==> src/rtl/tws_pkg.sv <==
`default_nettype none

package tws_pkg;

  // fixed field widths
  localparam int DELAY_BITS  = 14;
  localparam int STATUS_BITS = 2;

  // request codes
  localparam logic FUNC_ADD  = 1'b0;
  localparam logic FUNC_TICK = 1'b1;

  // result status codes
  localparam logic [STATUS_BITS-1:0] STAT_ADDED     = 2'd0;
  localparam logic [STATUS_BITS-1:0] STAT_EXPIRED   = 2'd1;
  localparam logic [STATUS_BITS-1:0] STAT_BAD_DELAY = 2'd2;
  localparam logic [STATUS_BITS-1:0] STAT_POOL_FULL = 2'd3;

  // sequencer states
  typedef enum logic [2:0] {
    ST_CLEAR,
    ST_IDLE,
    ST_ADD,
    ST_TK_SLOT,
    ST_TK_DRAIN
  } state_t;

  // slot memory strobes
  typedef struct packed {
    logic rd_en;
    logic wr_en;
  } slot_ctl_t;

  // entry memory strobes
  typedef struct packed {
    logic rd_en;
    logic link_we;
    logic tag_we;
  } entry_ctl_t;

endpackage

`default_nettype wire

==> src/rtl/tws_entry_mem.sv <==
`default_nettype none

module tws_entry_mem
  import tws_pkg::*;
#(
  parameter int DEPTH = 64,
  parameter int IDX_W = 6,
  parameter int TAG_W = 16
) (
  input  wire logic             clk,
  input  wire entry_ctl_t       ctl,
  input  wire logic [IDX_W-1:0] rd_addr,
  input  wire logic [IDX_W-1:0] link_wr_addr,
  input  wire logic [IDX_W-1:0] link_wr_data,
  input  wire logic [IDX_W-1:0] tag_wr_addr,
  input  wire logic [TAG_W-1:0] tag_wr_data,
  output logic      [IDX_W-1:0] link_rd_data,
  output logic      [TAG_W-1:0] tag_rd_data
);

  // next-entry links and stored tags
  logic [IDX_W-1:0] link_mem [DEPTH];
  logic [TAG_W-1:0] tag_mem  [DEPTH];

  // link write port
  always_ff @(posedge clk) begin
    if (ctl.link_we) begin
      link_mem[link_wr_addr] <= link_wr_data;
    end
  end

  // tag write port
  always_ff @(posedge clk) begin
    if (ctl.tag_we) begin
      tag_mem[tag_wr_addr] <= tag_wr_data;
    end
  end

  // registered read of both banks at one address
  always_ff @(posedge clk) begin
    if (ctl.rd_en) begin
      link_rd_data <= link_mem[rd_addr];
      tag_rd_data  <= tag_mem[rd_addr];
    end
  end

endmodule

`default_nettype wire

==> config.mk <==
export PLATFORM = sky130hd
export DESIGN_NAME = tws_entry_mem
export DESIGN_NICKNAME = d
export VERILOG_FILES = /design/src/rtl/tws_pkg.sv /design/src/rtl/tws_entry_mem.sv
export SDC_FILE = /design/constraint.sdc
export NUM_CORES = 1
export LEC_CHECK = 0
export BUFFER_PORTS_ARGS = -buffer_cell sky130_fd_sc_hd__buf_2
export CORE_MARGIN = 5
export CORE_UTILIZATION = 40
export DETAILED_ROUTE_END_ITERATION = 6
export PLACE_DENSITY = 0.53
export SETUP_SLACK_MARGIN = 0.3
export SLEW_MARGIN = 10
export SYNTH_ARGS = -nofsm -noshare
export SYNTH_HDL_FRONTEND = slang
export SYNTH_SLANG_ARGS = --single-unit
==> constraint.sdc <==
create_clock -name clk -period 2.8 [get_ports clk]
set_clock_uncertainty 0.2 [all_clocks]
set_input_delay 0.14 -clock clk [delete_from_list [all_inputs] [get_ports clk]]
set_output_delay 0.14 -clock clk [all_outputs]
set_load 0.005 [all_outputs]
## Yosys cells after proc, flatten, opt, wreduce, memory -nomap -nowiden

Memory sizes are Yosys's and may differ from the RTL's. A register that Yosys moved wholly into a read port is not among the register bits.
Index checks and enable logic that the tools add are counted.

| storage, ports and cells | value |
|---|---|
| ROM bits | 0 |
| memories kept | 2 |
| flip-flop bits (word level) | 0 |
| logic and storage cells | 6 |
| memory bits (writable) | 1408 |
| output and inout port bits | 22 |
| bits in latches | 0 |
| input bits | 44 |

| cells by class | value |
|---|---|
| bitwise operators | 0 |
| div/mod/pow operators | 0 |
| reductions and logical operators | 0 |
| mux-type cells | 4 |
| $add $sub $neg | 0 |
| magnitude comparators | 0 |
| multipliers | 0 |
| shifts and indexed selects | 0 |
| equal/unequal tests | 0 |

Memory list:

| memory | depth | bits a word | read ports | clocked after Yosys merged registers in | write ports | line | source |
|---|---|---|---|---|---|---|---|
| tag_mem | 64 | 16 | 1 | 1 | 1 | tws_entry_mem.sv:23 | `logic [TAG_W-1:0] tag_mem [DEPTH];` |
| link_mem | 64 | 6 | 1 | 1 | 1 | tws_entry_mem.sv:22 | `logic [IDX_W-1:0] link_mem [DEPTH];` |

Operator list:

| operator | number |
|---|---|
| $mux 1 | 4 |

## Logic depth before layout (Yosys ltp)

Gate-level depths: netlist of run 1.

| depth | value |
|---|---|
| depth after elaboration | 2 |
| mapped depth | 10 |
| mapped depth without buffers | 5 |

## Worst setup path before layout of run 1

No wires, ideal clock.

| timing | value |
|---|---|
| path kind | input -> register |
| start | input port tag_wr_addr[5] |
| end | memory tag_mem[18][0] (enable) |
| path buffers | 1 |
| path slack | 0.258 ns |
| cell stages on the path | 4 |
| data required time | 2.191 ns |
| arrival time | 1.933 ns |
| setup time | 0.409 ns |
| cell sequence | clkbuf_1 -> nor4bb_1 -> nand2_1 -> nor3_1 |

RTL lines:

| what | line | source |
|---|---|---|
| from (decl) | tws_entry_mem.sv:15 | `input wire logic [IDX_W-1:0] tag_wr_addr,` |
| to (decl) | tws_entry_mem.sv:23 |  |

No word-level cell before the write port.

==> metrics, run 1 <==
# setup viols final=0; GRT overflow=0; worst-skew pair later-pin latency=0.76 ns; Final period util=0.8715; initial antenna violation count=12; Reg2Reg Setup Slack=0.41 ns; Hold Slack=0.09928 ns; Synth cell types=38; Worst path slowest cell=dlygate4sd3_1; Initial Utilization=0.4014; DRC Markers=0; worst-path fanout max=22; Clock Root Buffer=clkbuf_16; Tightest Pin Transition=1.186 ns; post-DP HPWL=84730 um; Setup crit start kind=primary input; RSZ-0062 raised after global routing=false; Yosys reg bits=1430; clk buf depth=3; Nets=2914; Pwr Density=about 700 mW/mm2; drt total wl=136900 um; Max Cap Viol=0; clock power share=0.417; end of the critical path=tag_rd_data[6]; CP cell instances=dlygate4sd3_1, buf_2, buf_4, inv_1, nand2_1, buf_4, a31oi_1, o21ai_0, and3_1; outcome=finished, final reports clean; IO Port Bufs=65; synthesized area=around 0.055 mm2; Setup Crit Path Kind=primary input to register; Inst Count DP=4472; Post-Syn Nets=2555; power share of the combinational group=0.052; cts bufs inserted=between 100 and 150; vias=26710; switch share=0.2058; Fillers=11200; YS warnings=0; sinks on the clock net=~1400; Routed WL per cell=around 29 um; area delta synth->final=16.77%; Area contributors post-synth=edfxtp_1, mux4_2, mux2i_1; routed vias/inst=5.580; clk slew on worst S/H paths=0.06 ns; Post-CTS Setup Repair Bufs=0; Detail Route Antenna Nets=0; Synth Area in Compound Gates=0.02717; Post-Synth XOR/XNOR Area=0; max incr delay on CP=0.56 ns; worst hold path cell count=4; GPL Wtd Cong=0.7776; vias in the first global route=28030; HP Class=primary input to register; Iteration-0 DRC Markers=2736; min Tclk post-route=around 2.4 ns; leak pwr=roughly 0.021 uW; detailed-router iteration count before antenna repair=6; Tot GR Track Use=0.1881; commonest non-fill, non-tap cell in the layout=edfxtp_1; peak supply drop=612.6 uV; Core Area=0.1370 mm2; Crit path top cell by count=buf_4; sequential area share after synthesis=0.7810; Post-Syn Area per Cell=21.90 um2; I/O pin count=66; Async SR Flop Fraction=0; Reg2Reg Depth=4; first-pass GRT wire length=197800 um; Post-Synth Adder-Cell Area=0; commonest non-fill, non-tap cells in the layout=edfxtp_1, mux4_2, buf_4; Die Wd=380.7 um; reg-to-reg startpoint=tag_mem[28][4]; Psw=9235 uW; pin count of the biggest net entering global routing=82; Rows=136; CP Launch Point=rd_addr[5]; Int Pwr=between 30000 and 40000 uW; Post-synth top flop=edfxtp_1; DIE AREA=0.1450 mm2; Gate Count Post-Synth=about 2500; Slew Limit Fails=0; final count of hold timing violations=0; critical path data required time=3.10 ns; Flop pwr share=0.531; area leader, netlist=edfxtp_1; main combinational cell family by area after synthesis=multiplexers; Max Fclk=409.8 MHz; Die Ht=380.7 um; Worst R2R End=tag_rd_data[4]; CP arrival=2.74 ns; relative slew slack=0.2096; post-route insts no fill=4786; Post-synth EDFFs=1430; Yosys top cell area share=0.7810; Worst Setup End Kind=register; layout cells sized above 1=0.2811; post-synthesis mux area share=0.1593; Post-Synth Simple-Gate Area=0.01903; H-tree depth=4; CTS tree=done
[synthesized netlist by cell type (2+ instances only)]
library cell,instances
buf_1,5
a31oi_1,28
nand2b_1,10
a221oi_1,8
or3b_2,2
nor3_1,7
a21o_1,13
nand3b_1,8
mux2i_1,174
o22ai_1,48
buf_6,4
o31ai_1,13
buf_4,32
clkbuf_1,58
nand3_1,11
or3_1,3
nor2_1,144
and3_1,14
mux2_2,5
mux4_2,309
nand2_1,15
a22oi_1,56
a211oi_1,13
o21ai_0,28
nand4_1,3
buf_2,43
edfxtp_1,1430
o211ai_1,5
a22o_1,3
o22a_1,2
nor2b_1,10
[cell type report]
class | count | area, um2 | area share
Multi-Input combinational cell | 938 | 11350 | 0.1769
Clock buffer | 187 | 3956 | 0.06162
Antenna cell | 7 | 17.52 | 0.0002728
Inverter | 1 | 3.754 | 0.00005847
Timing Repair Buffer | 353 | 3033 | 0.04724
Clock inverter | 76 | 649.4 | 0.01011
Tap cell | 1794 | 2245 | 0.03496
Sequential cell | 1430 | 42940 | 0.6689
[power by group through the flow]
stage | Sequential (uW) | Combinational (uW) | Clock [uW]
global route | 23800 | 2500 | 20000
CTS | 23800 | 2380 | 19100
floorplan | 24200 | 1180 | 0
global placement | 24300 | 2290 | 0
finish | 23800 | 2340 | 18700
detailed placement | 24300 | 2330 | 0
[worst min path at each step]
stage	startpoint	endpoint	slack [ns]
2_1_floorplan	link_wr_data[0]	link_mem[0][0]	0.04
3_3_place_gp	tag_wr_data[2]	tag_mem[38][2]	0.14
3_5_place_dp	tag_wr_data[2]	tag_mem[38][2]	0.14
4_1_cts	tag_wr_addr[5]	tag_mem[22][10]	0.02
5_1_grt	rd_addr[3]	tag_rd_data[5]	0.09
6_report	rd_addr[3]	tag_rd_data[1]	0.1
[critical path: cells and delay by family]
kind	cells	cell delay [ns]
compound gates	2	0.80
simple gates	2	0.43
buf+inv	5	1.30
[sequential cells by signal (all words and copies together), names as in the netlist]
signal	count
tag_mem	1024
link_mem	384
link_rd_data	6
tag_rd_data	16
[cell families after synthesis]
| kind of cell | after synthesis |
|---|---|
| muxes | 488 |
| buffers and inverters | 143 |
| DFF | 1430 |
| and+or+nand+nor | 231 |
| AOI/OAI and AO/OA | 219 |
[repair_timing]
| action | CTS | global route |
|---|---|---|
| endpoints found under the setup margin | 0 | 7 |
| hold endpoints to repair | 1531 | 0 |
| hold buffers | 45 | 0 |
| gates resized for setup | 0 | 3 |
[routing by layer]
layer / routed length [um] / GRT usage / vias up
met1: 58940 / 0.2635 / 14360
met2: 65880 / 0.3016 / 857
met3: 9090 / 0.04163 / 168
met5: 11 / 0 / -
li1: - / - / 11320
met4: 3019 / 0.04920 / 2
[metrics by stage]
step | setup WS (ns) | instance area (um2) | TNS (ns) | power, uW | utilization
4_1_cts | 0.3343 | 64190 | 0 | 45340 | 0.4686
2_1_floorplan | 0.4395 | 54990 | 0 | 25410 | -
3_5_place_dp | -0.4903 | 59130 | -1.758 | 26600 | 0.4317
3_3_place_gp | -0.4805 | 59120 | -1.607 | 26550 | 0.4316
6_report | 0.3598 | 64200 | 0 | 44890 | 0.4687
5_1_grt | 0.2956 | 64190 | 0 | 46360 | 0.4686
(Power assumes the default switching activity.)
==> run 2, diff against run 1 <==
--- a/config.mk
+++ b/config.mk
@@ -5,11 +5,11 @@
 export SDC_FILE = /design/constraint.sdc
 export NUM_CORES = 1
 export LEC_CHECK = 0
-export BUFFER_PORTS_ARGS = -buffer_cell sky130_fd_sc_hd__buf_2
 export CORE_MARGIN = 5
 export CORE_UTILIZATION = 40
 export DETAILED_ROUTE_END_ITERATION = 6
-export PLACE_DENSITY = 0.53
+export DONT_BUFFER_PORTS = 1
+export PLACE_DENSITY = 0.52
 export SETUP_SLACK_MARGIN = 0.3
 export SLEW_MARGIN = 10
 export SYNTH_ARGS = -nofsm -noshare
==> run 2 against run 1 <==
  * The run now ends with max-slew violations, negative setup slack left
  * Power is essentially flat
  * Sequential share of layout area increased by 0.60 points
  * Core utilization down 0.42 points
  * Sequential cell count stayed put
  * Clock power is essentially flat
  * Clock-buffer cell count increased by 6
  * Register-to-register slack lost 0.13 ns
  * Final cell count is 2.6% lower
  * Critical path type unchanged
  * Highest routed layer unchanged
==> metrics, run 2 (synthesized netlist as in run 1, its figures left out) <==
outcome=finished, violations left; failing checks=max-slew violations, negative setup slack; IO Port Bufs=0 (-100%); area delta synth->final=15.73%; Iteration-0 DRC Markers=2623 (-4.1%); clk slew on worst S/H paths=0.06 ns (about the same); HP Class=primary input to register; met1 WL=60770 um (+3.1%); min Tclk post-route=2.876 ns (+0.4354 ns); Final period util=1.027 (+0.1555); CP arrival=3.16 ns (+0.42 ns); first-pass GRT wire length=200700 um (+1.5%); clk buf depth=3 (unchanged); worst hold path cell count=3 (-1); routed vias/inst=5.631 (+0.93%); Slew Limit Fails=162 (+162); Max Fclk=347.7 MHz (-15%); Final Power=44860 uW (about the same); largest register by flop count=tag_mem; Reg2Reg Depth=4 (unchanged); Reg2Reg Setup Slack=0.28 ns (-0.13 ns); # setup viols final=2 (+2); Core Area=0.1370 mm2 (unchanged); worst hold path endpoint=tag_rd_data[4]; cts bufs inserted=149 (+2.1%); detailed-router iteration count before antenna repair=5 (-1); Initial Utilization=0.4014 (unchanged); biggest regs=tag_mem (1024), link_mem (384), tag_rd_data (16); initial antenna violation count=7 (-5); met2 wire len=66780 um (+1.4%); pin count of the biggest net entering global routing=391 (+380%); Final WS setup=-0.07566 ns (-0.4354 ns); Worst path slowest cell=mux4_2; Pwr Density=705.1 mW/mm2 (+0.85%); Detail Route Antenna Nets=0 (unchanged); Clock Root Buffer=clkbuf_16; DRC Markers=0 (unchanged); commonest non-fill, non-tap cells in the layout=edfxtp_1, mux4_2, mux2i_1; I/O pin count=66 (unchanged); Worst Setup End Kind=register; GRT overflow=0 (unchanged); layout cells sized above 1=0.2466 (-0.03448); Hold Slack=0.02208 ns (-0.07720 ns); reg-to-reg startpoint=tag_mem[56][7]; leak pwr=0.02020 uW (-2.4%); RSZ-0062 raised after global routing=true; GPL Wtd Cong=0.8157 (+4.9%); Setup crit start kind=primary input; DIE AREA=0.1450 mm2 (unchanged); final count of hold timing violations=0 (unchanged); Routed WL per cell=30.32 um (+6.0%); hold wc startpoint=rd_addr[4]; routed wl met3=10220 um (+12%); drt total wl=141300 um (+3.2%); Worst R2R End=tag_rd_data[7]; Rows=136 (unchanged); vias in the first global route=27270 (-2.7%); CTS tree=done; Largest register FFs=1024 (unchanged); Nets=2786 (-4.4%); sinks on the clock net=1430 (unchanged); worst-skew pair later-pin latency=0.77 ns (about the same); critical path data required time=3.09 ns (about the same); Die Ht=380.7 um (unchanged); Die Wd=380.7 um (unchanged); Tightest Pin Transition=1.756 ns (+0.5700 ns); peak supply drop=657.3 uV (+7.3%); relative slew slack=-0.1704 (-0.3800); vias=26250 (-1.7%); uppermost layer routed=met5; commonest non-fill, non-tap cell in the layout=edfxtp_1; Tot GR Track Use=0.1937 (+0.005655); worst-path fanout max=390 (+1700%); H-tree depth=4 (unchanged); Crit path top cell by count=mux4_2; max incr delay on CP=1.07 ns (+0.51 ns); Max Cap Viol=0 (unchanged); CP cell instances=mux4_2, mux4_2, o22ai_1, a211oi_1; post-DP HPWL=76170 um (-10%); Post-CTS Setup Repair Bufs=0 (unchanged); Setup Crit Path Kind=primary input to register
[run 2: cell count changes in the layout (fill, tap and decap cells not counted), sizes merged, moves of 3 or more]
cell and change:
inv +4, clkbuf +6, dlygate4sd3 +13, clkinv +3
clkinvlp -4, buf -145
[run 2: repair_timing]
item                                     CTS  global route
gates resized for setup                    1             7
endpoints found under the setup margin     1            15
pin swaps                                  0             0
cloned                                     0             0
endpoints found under the hold margin   2860             1
hold buffers                              85             1
[run 2: how the worst max path moves through the flow]
stage	start	end	slack, ns	cells after the start
6_report	rd_addr[0]	tag_rd_data[10]	-0.08	4
4_1_cts	tag_mem[47][7]	tag_rd_data[7]	0.31	4
3_5_place_dp	rd_addr[0]	tag_rd_data[14]	0.06	4
2_1_floorplan	tag_wr_addr[4]	tag_mem[32][0]	0.44	4
3_3_place_gp	rd_addr[0]	tag_rd_data[14]	0.11	4
5_1_grt	rd_addr[3]	link_rd_data[1]	0.27	7
[run 2: per-stage QoR]
| stage | TNS, ns | instances | setup WS (ns) | cell area, um2 | util |
|---|---|---|---|---|---|
| 4_1_cts | 0 | 4656 | 0.3147 | 63580 | 0.4641 |
| 6_report | -0.1483 | 4662 | -0.07566 | 63630 | 0.4645 |
| 3_3_place_gp | 0 | 4299 | 0.1072 | 57600 | 0.4205 |
| 5_1_grt | 0 | 4659 | 0.2670 | 63620 | 0.4644 |
| 2_1_floorplan | 0 | 2511 | 0.4395 | 54990 | - |
| 3_5_place_dp | 0 | 4299 | 0.05785 | 57600 | 0.4205 |
[run 2: routing by layer]
layer / track usage / vias to the layer above
li1: - / 11080
met1: 0.2716 / 14110
met2: 0.3040 / 888
met3: 0.04828 / 168
met4: 0.05556 / 6
met5: 0 / -
[run 2: worst max-delay path: cells and delay by family]
kind	cells	cell delay (ns)
compound gates	2	0.61
mux	2	1.60
[run 2: power by group]
group / internal, uW / switching, uW
logic: 890 / 1100
registers: 23700 / 93.2
clock network: 11000 / 8040
total: 35600 / 9230
[run 2: cell type report]
| class | instances | area (um2) |
|---|---|---|
| Antenna cell | 5 | 12.51 |
| Clock buffer | 193 | 3958 |
| Clock inverter | 79 | 705.7 |
| Fill cell | 11200 | 73360 |
| Inverter | 1 | 3.754 |
| Multi-Input combinational cell | 938 | 11390 |
| Sequential cell | 1430 | 42940 |
| Tap cell | 1794 | 2245 |
| Timing Repair Buffer | 222 | 2375 |
